[src/rtl/btlcs_pkg.sv]
// ----------------------------------------------------------------------------
// btlcs_pkg
// Shared types and constants of the b-tree leaf chunk splitter.
// ----------------------------------------------------------------------------
package btlcs_pkg;

   localparam int INDEX_BITS = 24;
   localparam int CFG_BITS   = 7;
   localparam int FULL_BITS  = 2 * CFG_BITS;
   localparam int NODE_BITS  = 7;
   localparam int ADDR_BITS  = 3;
   localparam int DATA_BITS  = 32;

   localparam logic [CFG_BITS-1:0] MIN_CHILDREN  = CFG_BITS'(5);
   localparam logic [CFG_BITS-1:0] RESET_KPL     = CFG_BITS'(16);
   localparam logic [CFG_BITS-1:0] RESET_CPN     = CFG_BITS'(16);
   localparam logic [NODE_BITS-1:0] TWO_NODES    = NODE_BITS'(2);

   localparam logic [1:0] ST_OK       = 2'd0;
   localparam logic [1:0] ST_EMPTY    = 2'd1;
   localparam logic [1:0] ST_TOO_MANY = 2'd2;

   localparam logic REG_KPL = 1'b0;
   localparam logic REG_CPN = 1'b1;

   typedef struct packed {
      logic [INDEX_BITS-1:0] begin_index;
      logic [INDEX_BITS-1:0] end_index;
   } req_type;

   typedef struct packed {
      logic [INDEX_BITS-1:0] chunk_start;
      logic [INDEX_BITS-1:0] chunk_count;
      logic                  last_chunk;
      logic [1:0]            status;
   } rsp_type;

   typedef struct packed {
      logic [INDEX_BITS-1:0] begin_index;
      logic [INDEX_BITS-1:0] end_index;
      logic [INDEX_BITS-1:0] leaves;
      logic [NODE_BITS-1:0]  nodes;
      logic [CFG_BITS-1:0]   kpl;
      logic [CFG_BITS-1:0]   cpn;
      logic [FULL_BITS-1:0]  full;
      logic [1:0]            status;
   } job_type;

   typedef struct packed {
      logic full;
      logic empty;
   } q_status_type;

endpackage

[src/rtl/btlcs_front.sv]
// ----------------------------------------------------------------------------
// btlcs_front
// Takes a range, counts leaves and nodes with a shared restoring divider
// and hands the classified job to the queue.
// ----------------------------------------------------------------------------
module btlcs_front import btlcs_pkg::*; #(
   parameter int MAX_CHUNKS = 64
) (
   input  logic                clock,
   input  logic                reset,
   input  logic                start,
   output logic                busy,
   input  req_type             req_payload,
   input  logic [CFG_BITS-1:0] kpl_cfg,
   input  logic [CFG_BITS-1:0] cpn_cfg,
   input  q_status_type        q_status,
   output logic                push,
   output job_type             job
);

   localparam int DIV_BITS  = INDEX_BITS + 1;
   localparam int STEP_BITS = $clog2(DIV_BITS);
   localparam logic [STEP_BITS-1:0] LAST_STEP = STEP_BITS'(DIV_BITS - 1);

   typedef enum logic [2:0] {
      F_IDLE = 3'b001,
      F_DIV  = 3'b010,
      F_PUSH = 3'b100
   } front_state_type;

   front_state_type         state_ff, state_in;
   job_type                 job_ff, job_in;
   logic [DIV_BITS-1:0]     num_ff, num_in;
   logic [CFG_BITS-1:0]     rem_ff, rem_in;
   logic [CFG_BITS-1:0]     div_ff, div_in;
   logic [STEP_BITS-1:0]    cnt_ff, cnt_in;
   logic                    phase_ff, phase_in;

   logic [CFG_BITS-1:0]     kpl;
   logic [CFG_BITS-1:0]     cpn;
   logic [INDEX_BITS-1:0]   diff;
   logic [CFG_BITS:0]       trial;
   logic [CFG_BITS:0]       trial_sub;
   logic                    ge;
   logic [DIV_BITS-1:0]     quo;

   always_comb begin
      kpl       = (kpl_cfg == '0) ? CFG_BITS'(1) : kpl_cfg;
      cpn       = (cpn_cfg < MIN_CHILDREN) ? MIN_CHILDREN : cpn_cfg;
      diff      = req_payload.end_index - req_payload.begin_index;
      trial     = {rem_ff, num_ff[DIV_BITS-1]};
      trial_sub = trial - {1'b0, div_ff};
      ge        = (trial >= {1'b0, div_ff});
      quo       = {num_ff[DIV_BITS-2:0], ge};

      state_in = state_ff;
      job_in   = job_ff;
      num_in   = num_ff;
      rem_in   = rem_ff;
      div_in   = div_ff;
      cnt_in   = cnt_ff;
      phase_in = phase_ff;
      push     = 1'b0;

      case (state_ff)
         F_IDLE: begin
            if (start) begin
               job_in.begin_index = req_payload.begin_index;
               job_in.end_index   = req_payload.end_index;
               job_in.leaves      = '0;
               job_in.nodes       = '0;
               job_in.kpl         = kpl;
               job_in.cpn         = cpn;
               job_in.full        = FULL_BITS'(kpl) * FULL_BITS'(cpn);
               job_in.status      = ST_OK;
               if (req_payload.end_index <= req_payload.begin_index) begin
                  job_in.status = ST_EMPTY;
                  state_in      = F_PUSH;
               end else begin
                  num_in   = DIV_BITS'(diff) + DIV_BITS'(kpl) - DIV_BITS'(1);
                  div_in   = kpl;
                  rem_in   = '0;
                  cnt_in   = '0;
                  phase_in = 1'b0;
                  state_in = F_DIV;
               end
            end
         end
         F_DIV: begin
            num_in = quo;
            rem_in = ge ? trial_sub[CFG_BITS-1:0] : trial[CFG_BITS-1:0];
            cnt_in = cnt_ff + STEP_BITS'(1);
            if (cnt_ff == LAST_STEP) begin
               if (!phase_ff) begin
                  job_in.leaves = quo[INDEX_BITS-1:0];
                  num_in   = DIV_BITS'(quo[INDEX_BITS-1:0]) + DIV_BITS'(job_ff.cpn)
                             - DIV_BITS'(1);
                  div_in   = job_ff.cpn;
                  rem_in   = '0;
                  cnt_in   = '0;
                  phase_in = 1'b1;
               end else begin
                  job_in.nodes = quo[NODE_BITS-1:0];
                  if (quo > DIV_BITS'(MAX_CHUNKS)) begin
                     job_in.status = ST_TOO_MANY;
                  end
                  state_in = F_PUSH;
               end
            end
         end
         F_PUSH: begin
            if (!q_status.full) begin
               push     = 1'b1;
               state_in = F_IDLE;
            end
         end
         default: begin
            state_in = F_IDLE;
         end
      endcase
   end

   always_ff @(posedge clock) begin
      if (reset) begin
         state_ff <= F_IDLE;
      end else begin
         state_ff <= state_in;
      end
      job_ff   <= job_in;
      num_ff   <= num_in;
      rem_ff   <= rem_in;
      div_ff   <= div_in;
      cnt_ff   <= cnt_in;
      phase_ff <= phase_in;
   end

   assign busy = (state_ff != F_IDLE);
   assign job  = job_ff;

endmodule

[src/rtl/btlcs_queue.sv]
// ----------------------------------------------------------------------------
// btlcs_queue
// Short job queue between the classifying front and the emitting back.
// ----------------------------------------------------------------------------
module btlcs_queue import btlcs_pkg::*; #(
   parameter int DEPTH = 2
) (
   input  logic         clock,
   input  logic         reset,
   input  logic         push,
   input  job_type      push_job,
   input  logic         pop,
   output job_type      head_job,
   output q_status_type q_status
);

   localparam int PTR_BITS = $clog2(DEPTH);
   localparam int CNT_BITS = $clog2(DEPTH + 1);
   localparam logic [PTR_BITS-1:0] LAST_PTR = PTR_BITS'(DEPTH - 1);

   job_type               entry_ff [DEPTH];
   logic [PTR_BITS-1:0]   wr_ptr_ff, wr_ptr_in;
   logic [PTR_BITS-1:0]   rd_ptr_ff, rd_ptr_in;
   logic [CNT_BITS-1:0]   count_ff, count_in;

   always_comb begin
      wr_ptr_in = wr_ptr_ff;
      rd_ptr_in = rd_ptr_ff;
      count_in  = count_ff;
      if (push) begin
         wr_ptr_in = (wr_ptr_ff == LAST_PTR) ? '0 : wr_ptr_ff + PTR_BITS'(1);
      end
      if (pop) begin
         rd_ptr_in = (rd_ptr_ff == LAST_PTR) ? '0 : rd_ptr_ff + PTR_BITS'(1);
      end
      if (push && !pop) begin
         count_in = count_ff + CNT_BITS'(1);
      end else if (pop && !push) begin
         count_in = count_ff - CNT_BITS'(1);
      end
   end

   always_ff @(posedge clock) begin
      if (reset) begin
         wr_ptr_ff <= '0;
         rd_ptr_ff <= '0;
         count_ff  <= '0;
      end else begin
         wr_ptr_ff <= wr_ptr_in;
         rd_ptr_ff <= rd_ptr_in;
         count_ff  <= count_in;
      end
      if (push) begin
         entry_ff[wr_ptr_ff] <= push_job;
      end
   end

   assign head_job       = entry_ff[rd_ptr_ff];
   assign q_status.full  = (count_ff == CNT_BITS'(DEPTH));
   assign q_status.empty = (count_ff == '0);

endmodule

[src/rtl/btlcs_back.sv]
// ----------------------------------------------------------------------------
// btlcs_back
// Walks one job node by node and drives one chunk result per cycle.
// ----------------------------------------------------------------------------
module btlcs_back import btlcs_pkg::*; (
   input  logic         clock,
   input  logic         reset,
   input  job_type      head_job,
   input  q_status_type q_status,
   output logic         pop,
   output logic         rsp_valid,
   output rsp_type      rsp_payload
);

   localparam int PROD_BITS = INDEX_BITS + CFG_BITS;

   typedef enum logic [1:0] {
      B_IDLE = 2'b01,
      B_RUN  = 2'b10
   } back_state_type;

   back_state_type          state_ff, state_in;
   job_type                 cur_ff, cur_in;
   logic [INDEX_BITS-1:0]   pos_ff, pos_in;
   logic [INDEX_BITS-1:0]   leaves_ff, leaves_in;
   logic [NODE_BITS-1:0]    nodes_ff, nodes_in;
   logic                    rsp_valid_ff, rsp_valid_in;
   rsp_type                 rsp_ff, rsp_in;

   logic [INDEX_BITS:0]     leaves_up;
   logic [INDEX_BITS-1:0]   half;
   logic [PROD_BITS-1:0]    prod;
   logic [INDEX_BITS-1:0]   cnt;
   logic [INDEX_BITS-1:0]   full;

   always_comb begin
      leaves_up = {1'b0, leaves_ff} + (INDEX_BITS+1)'(1);
      half      = leaves_up[INDEX_BITS:1];
      prod      = PROD_BITS'(half) * PROD_BITS'(cur_ff.kpl);
      cnt       = prod[INDEX_BITS-1:0];
      full      = INDEX_BITS'(cur_ff.full);

      state_in     = state_ff;
      cur_in       = cur_ff;
      pos_in       = pos_ff;
      leaves_in    = leaves_ff;
      nodes_in     = nodes_ff;
      rsp_valid_in = 1'b0;
      rsp_in       = rsp_ff;
      pop          = 1'b0;

      case (state_ff)
         B_IDLE: begin
            if (!q_status.empty) begin
               pop       = 1'b1;
               cur_in    = head_job;
               pos_in    = head_job.begin_index;
               leaves_in = head_job.leaves;
               nodes_in  = head_job.nodes;
               state_in  = B_RUN;
            end
         end
         B_RUN: begin
            rsp_valid_in = 1'b1;
            if (cur_ff.status != ST_OK) begin
               rsp_in.chunk_start = cur_ff.begin_index;
               rsp_in.chunk_count = '0;
               rsp_in.last_chunk  = 1'b1;
               rsp_in.status      = cur_ff.status;
               state_in           = B_IDLE;
            end else if (nodes_ff > TWO_NODES) begin
               rsp_in.chunk_start = pos_ff;
               rsp_in.chunk_count = full;
               rsp_in.last_chunk  = 1'b0;
               rsp_in.status      = ST_OK;
               pos_in    = pos_ff + full;
               leaves_in = leaves_ff - INDEX_BITS'(cur_ff.cpn);
               nodes_in  = nodes_ff - NODE_BITS'(1);
            end else if (nodes_ff == TWO_NODES) begin
               rsp_in.chunk_start = pos_ff;
               rsp_in.chunk_count = cnt;
               rsp_in.last_chunk  = 1'b0;
               rsp_in.status      = ST_OK;
               pos_in    = pos_ff + cnt;
               leaves_in = leaves_ff - half;
               nodes_in  = nodes_ff - NODE_BITS'(1);
            end else begin
               rsp_in.chunk_start = pos_ff;
               rsp_in.chunk_count = cur_ff.end_index - pos_ff;
               rsp_in.last_chunk  = 1'b1;
               rsp_in.status      = ST_OK;
               state_in           = B_IDLE;
            end
         end
         default: begin
            state_in = B_IDLE;
         end
      endcase
   end

   always_ff @(posedge clock) begin
      if (reset) begin
         state_ff     <= B_IDLE;
         rsp_valid_ff <= 1'b0;
      end else begin
         state_ff     <= state_in;
         rsp_valid_ff <= rsp_valid_in;
      end
      cur_ff    <= cur_in;
      pos_ff    <= pos_in;
      leaves_ff <= leaves_in;
      nodes_ff  <= nodes_in;
      rsp_ff    <= rsp_in;
   end

   assign rsp_valid   = rsp_valid_ff;
   assign rsp_payload = rsp_ff;

endmodule

[src/rtl/btree_leaf_chunk_splitter.sv]
// ----------------------------------------------------------------------------
// btree_leaf_chunk_splitter
// Splits a key index range into one chunk per b-tree node.
// ----------------------------------------------------------------------------
// A range is taken when start is high and busy is low. An empty range goes
// straight to the queue without using the divider. Any other range first
// runs through the front's restoring divider, one quotient bit per cycle
// (leaves, then nodes), and then queues the job; busy stays high until the
// job is queued, longer while the queue is full. A two-entry queue feeds
// the back end, which emits one chunk result per cycle after loading a job
// from the queue. While the back end emits, the front already works on the
// next range, so the two overlap. Results are strobed on rsp_valid for one
// cycle each and cannot be held off.
// ----------------------------------------------------------------------------
module btree_leaf_chunk_splitter import btlcs_pkg::*; #(
   parameter int MAX_CHUNKS = 64,
   parameter int QUEUE_DEPTH = 2
) (
   input  logic                 clock,
   input  logic                 reset,
   input  logic                 start,
   output logic                 busy,
   input  req_type              req_payload,
   output logic                 rsp_valid,
   output rsp_type              rsp_payload,
   input  logic                 psel,
   input  logic                 penable,
   input  logic                 pwrite,
   input  logic [ADDR_BITS-1:0] paddr,
   input  logic [DATA_BITS-1:0] pwdata,
   output logic [DATA_BITS-1:0] prdata,
   output logic                 pready
);

   logic [CFG_BITS-1:0] kpl_ff, kpl_in;
   logic [CFG_BITS-1:0] cpn_ff, cpn_in;
   logic                cfg_write;

   logic                push;
   logic                pop;
   job_type             push_job;
   job_type             head_job;
   q_status_type        q_status;

   assign pready    = 1'b1;
   assign cfg_write = psel && penable && pwrite && pready;

   always_comb begin
      kpl_in = kpl_ff;
      cpn_in = cpn_ff;
      if (cfg_write) begin
         case (paddr[2])
            REG_KPL: kpl_in = pwdata[CFG_BITS-1:0];
            REG_CPN: cpn_in = pwdata[CFG_BITS-1:0];
            default: begin
               kpl_in = kpl_ff;
            end
         endcase
      end
   end

   always_comb begin
      case (paddr[2])
         REG_KPL: prdata = DATA_BITS'(kpl_ff);
         REG_CPN: prdata = DATA_BITS'(cpn_ff);
         default: prdata = '0;
      endcase
   end

   always_ff @(posedge clock) begin
      if (reset) begin
         kpl_ff <= RESET_KPL;
         cpn_ff <= RESET_CPN;
      end else begin
         kpl_ff <= kpl_in;
         cpn_ff <= cpn_in;
      end
   end

   btlcs_front #(
      .MAX_CHUNKS (MAX_CHUNKS)
   ) u_front (
      .clock       (clock),
      .reset       (reset),
      .start       (start),
      .busy        (busy),
      .req_payload (req_payload),
      .kpl_cfg     (kpl_ff),
      .cpn_cfg     (cpn_ff),
      .q_status    (q_status),
      .push        (push),
      .job         (push_job)
   );

   btlcs_queue #(
      .DEPTH (QUEUE_DEPTH)
   ) u_queue (
      .clock    (clock),
      .reset    (reset),
      .push     (push),
      .push_job (push_job),
      .pop      (pop),
      .head_job (head_job),
      .q_status (q_status)
   );

   btlcs_back u_back (
      .clock       (clock),
      .reset       (reset),
      .head_job    (head_job),
      .q_status    (q_status),
      .pop         (pop),
      .rsp_valid   (rsp_valid),
      .rsp_payload (rsp_payload)
   );

   // an accepted range makes the front busy in the following cycle
   a_accept_busy: assert property (@(posedge clock) disable iff (reset)
      start && !busy |=> busy)
      else $error("front not busy after accept");

   a_no_overflow: assert property (@(posedge clock) disable iff (reset)
      !(push && q_status.full))
      else $error("push into full queue");

   a_no_underflow: assert property (@(posedge clock) disable iff (reset)
      !(pop && q_status.empty))
      else $error("pop from empty queue");

   // error results are single, final and empty
   a_error_result: assert property (@(posedge clock) disable iff (reset)
      rsp_valid && rsp_payload.status != ST_OK |->
         rsp_payload.last_chunk && rsp_payload.chunk_count == '0)
      else $error("malformed error result");

endmodule

[config.mk]
export PLATFORM = sky130hd
export DESIGN_NAME = btree_leaf_chunk_splitter
export DESIGN_NICKNAME = d
export VERILOG_FILES = /design/src/rtl/btlcs_pkg.sv /design/src/rtl/btlcs_front.sv /design/src/rtl/btlcs_queue.sv /design/src/rtl/btlcs_back.sv /design/src/rtl/btree_leaf_chunk_splitter.sv
export SDC_FILE = /design/constraint.sdc
export NUM_CORES = 1
export LEC_CHECK = 0
export ABC_AREA = 1
export BUFFER_PORTS_ARGS = -buffer_cell sky130_fd_sc_hd__buf_2
export CAP_MARGIN = 10
export CORE_AREA = 2 2 254 256
export CTS_BUF_LIST = sky130_fd_sc_hd__clkbuf_8
export DETAILED_ROUTE_END_ITERATION = 12
export DIE_AREA = 0 0 256 258
export PLACE_DENSITY = 0.73
export SYNTH_ARGS = -nofsm -noshare
export SYNTH_HDL_FRONTEND = slang
export SYNTH_SLANG_ARGS = --single-unit
[constraint.sdc]
create_clock -name clock -period 9.45 [get_ports clock]
set_input_delay 0.4725 -clock clock [delete_from_list [all_inputs] [get_ports clock]]
set_output_delay 0.4725 -clock clock [all_outputs]
set_load 0.05 [all_outputs]
==> flow_metrics.tcl <==
set metrics [dict create \
    endpoint_kind "register" \
    viasPerCell 5.625 \
    clkTransAtPathRegs_ps 60 \
    cts_root_buf "clkbuf_8" \
    hold_path.class "in -> reg" \
    rows 93 \
    synth_edf_count 556 \
    tightestPinTransition_ps 1195 \
    drive_above_1_share 0.08090 \
    ant_nets 0 \
    clk_path_buf_depth 3 \
    layout_min_cycle_time_ps 7930 \
    nNetsFinal 4451 \
    grt_pass1_wl_um 146300 \
    routed_wl_um 95820 \
    io_buffers 121 \
    grt-ovfl-total 0 \
    cts_sinks 581 \
    synthCells 3805 \
    dr.pass1.iters 6 \
    yosysSeqAreaShare 0.4802 \
    hold-path-cell-count 3 \
    cts_tree "built" \
    start_kind "register" \
    rsz0062_at_grt "false" \
    num_vias 27710 \
    drt_iter0_drc 2665 \
    relSlewSlack 0.2031 \
    synth-seq-cells 581 \
    grt_util_met1 0.3967 \
    max_stage_delay_ps 510 \
    areaGrowthSynthToFinish_pct 10.61 \
    gp_congestion 0.9630 \
    synth_cell_types 63 \
    post-cts-setup-buffers 0 \
    drv_slew 0 \
    final_hold_viol_count 0 \
    die_area_um2 66050 \
    ios 175 \
    clk_latency_ps 730 \
    drc 0 \
    placed_area_um2 37230 \
    final_util 0.6223 \
    start_util 0.5626 \
    cts_resized 0 \
    grt_util_met2 0.4617 \
    grt_util_all_layers 0.2875 \
    n_fill_cell 5283 \
    core_area_um2 63650 \
    outcome "complete, no violations" \
    postLayoutCellArea_um2 39610 \
    die_h_um 258 \
    busiest_layer "met2" \
    die_w_um 256 \
    antenna_found_initial 2 \
    synth_area_um2 35810 \
    mostFrequentLayoutCells "nand2_1, inv_1, edfxtp_1" \
    setup_viol 0 \
    cp_max_fo 5 \
    skew_ps 85.93 \
    use_met3 0.03985 \
    slowest_stage "xnor2_1" \
    htreeDepth 3 \
    synth_flop_cell "edfxtp_1" \
    place_hpwl_um 70420 \
    async_reset_ff_frac 0 \
    post_drt_wl_per_cell_um 19.46 \
    final_common_cell "nand2_1" \
    crit_required_ps 10020 \
    ys.warnings.count 0 \
    syn_area_per_cell_um2 9.411 \
    fmax_mhz 126.1 \
    grt_max_degree 94 \
    first_global_vias 26220 \
    reg2reg_depth 38 \
    drv_cap 0 \
    critPathArrivalTime_ps 8500 \
    fin_crit_sh 0.8391 \
    fin_setup_tns_ps 0 \
    cts_buffers 94 \
    critical_path_class "reg -> reg" \
]
## synthesized netlist by cell type, types with 6 or more instances
cell type / number / area [um^2]
nand2_1: 802 / 3010
edfxtp_1: 556 / 16700
inv_1: 530 / 1989
nor2_1: 345 / 1295
o21ai_0: 280 / 1401
a21oi_1: 255 / 1276
ha_1: 247 / 3090
nand3_1: 126 / 630.6
fa_1: 123 / 2462
clkbuf_1: 87 / 326.6
xor2_1: 63 / 551.8
xnor2_1: 43 / 376.6
a31oi_1: 26 / 162.7
buf_4: 26 / 195.2
nand4_1: 26 / 162.7
dfxtp_1: 25 / 500.5
nor3_1: 20 / 100.1
or2_2: 18 / 112.6
nor4_1: 16 / 100.1
a21o_1: 15 / 112.6
o21bai_1: 15 / 112.6
o211ai_1: 14 / 105.1
o22ai_1: 14 / 87.58
nand2_2: 13 / 81.33
o21ai_1: 13 / 65.06
a211oi_1: 12 / 90.09
buf_1: 7 / 26.28
clkinv_1: 7 / 26.28
o21a_1: 7 / 52.55
o221ai_1: 7 / 61.31
nor2_2: 6 / 37.54
## flip-flops by register name (all words and copies together), names as in the netlist, named ones only
signal and count:
u_front.num_ff 25, u_queue.wr_ptr_ff 1, u_queue.rd_ptr_ff 1, kpl_ff 7, u_back.rsp_payload 51, u_back.cur_ff 78, u_back.nodes_ff 7, u_back.pos_ff 24
u_back.state_ff 2, u_queue.count_ff 2, u_front.job 109, u_front.div_ff 7, u_queue.entry_ff 218, u_back.leaves_ff 24, u_front.state_ff 3, u_front.cnt_ff 5
u_front.phase_ff 1, u_back.rsp_valid 1, cpn_ff 7, u_front.rem_ff 7
## path summary, 6_finish.rpt
kind,from,endpoint,slack (ps)
min reg2reg,u_front.job[88],u_queue.entry_ff[1][88],430
min,pwdata[5],kpl_ff[5],50
max,u_back.leaves_ff[5],u_back.pos_ff[23],1520
max reg2reg,u_back.leaves_ff[5],u_back.pos_ff[23],1520
## cell type report
type,instances,area [um^2],area share
Multi-Input combinational cell,2586,16180,0.4084
Sequential cell,581,17200,0.4342
Tap cell,855,1070,0.02701
Timing Repair Buffer,190,1246,0.03146
Antenna cell,3,7.507,0.0001895
Clock inverter,77,589.3,0.01488
Inverter,539,2026,0.05114
Clock buffer,94,1294,0.03266
## cell families after synthesis
family                     count (synthesis)  share of synthesized area
adders and majority gates                370                     0.1551
xor gates and xnor gates                 106                    0.02593
and+or+nand+nor                         1393                     0.1600
AOI/OAI and AO/OA                        691                     0.1064
buffers and inverters                    662                    0.07222
other                                      2                  0.0002097
DFF                                      581                     0.4802
## routing by layer
layer,wire [um],vias up
met5,0,-
met4,3693,0
met3,7327,198
met2,44290,1216
met1,40520,13180
li1,-,13110
## worst max-delay path, delay by kind of cell (launching register included)
kind,cells,cell delay (ps)
xor gates and xnor gates,3,980
and+or+nand+nor,20,2700
buffers and inverters,6,540
adders and majority gates,6,2610
DFF,1,460
AOI/OAI and AO/OA,3,500
## timing repair
item / 4_1_cts / 5_1_grt
endpoints found under the hold margin: 52 / 0
hold buffers: 49 / 0
endpoints found under the setup margin: 0 / 0
## per-stage QoR
| step | setup slack [ps] | hold slack (ps) | std cells |
|---|---|---|---|
| detailed placement | 1531 | 429.0 | 4702 |
| finish | 1520 | 48.45 | 4925 |
| global route | 774.4 | 36.00 | 4923 |
| floorplan | 2690 | 421.5 | 3829 |
| CTS | 1509 | 0.02420 | 4922 |
| global placement | 1694 | 422.2 | 4702 |
Power is not shown: default switching activity piles up to over one toggle a cycle in this logic, so the estimate is an artifact.
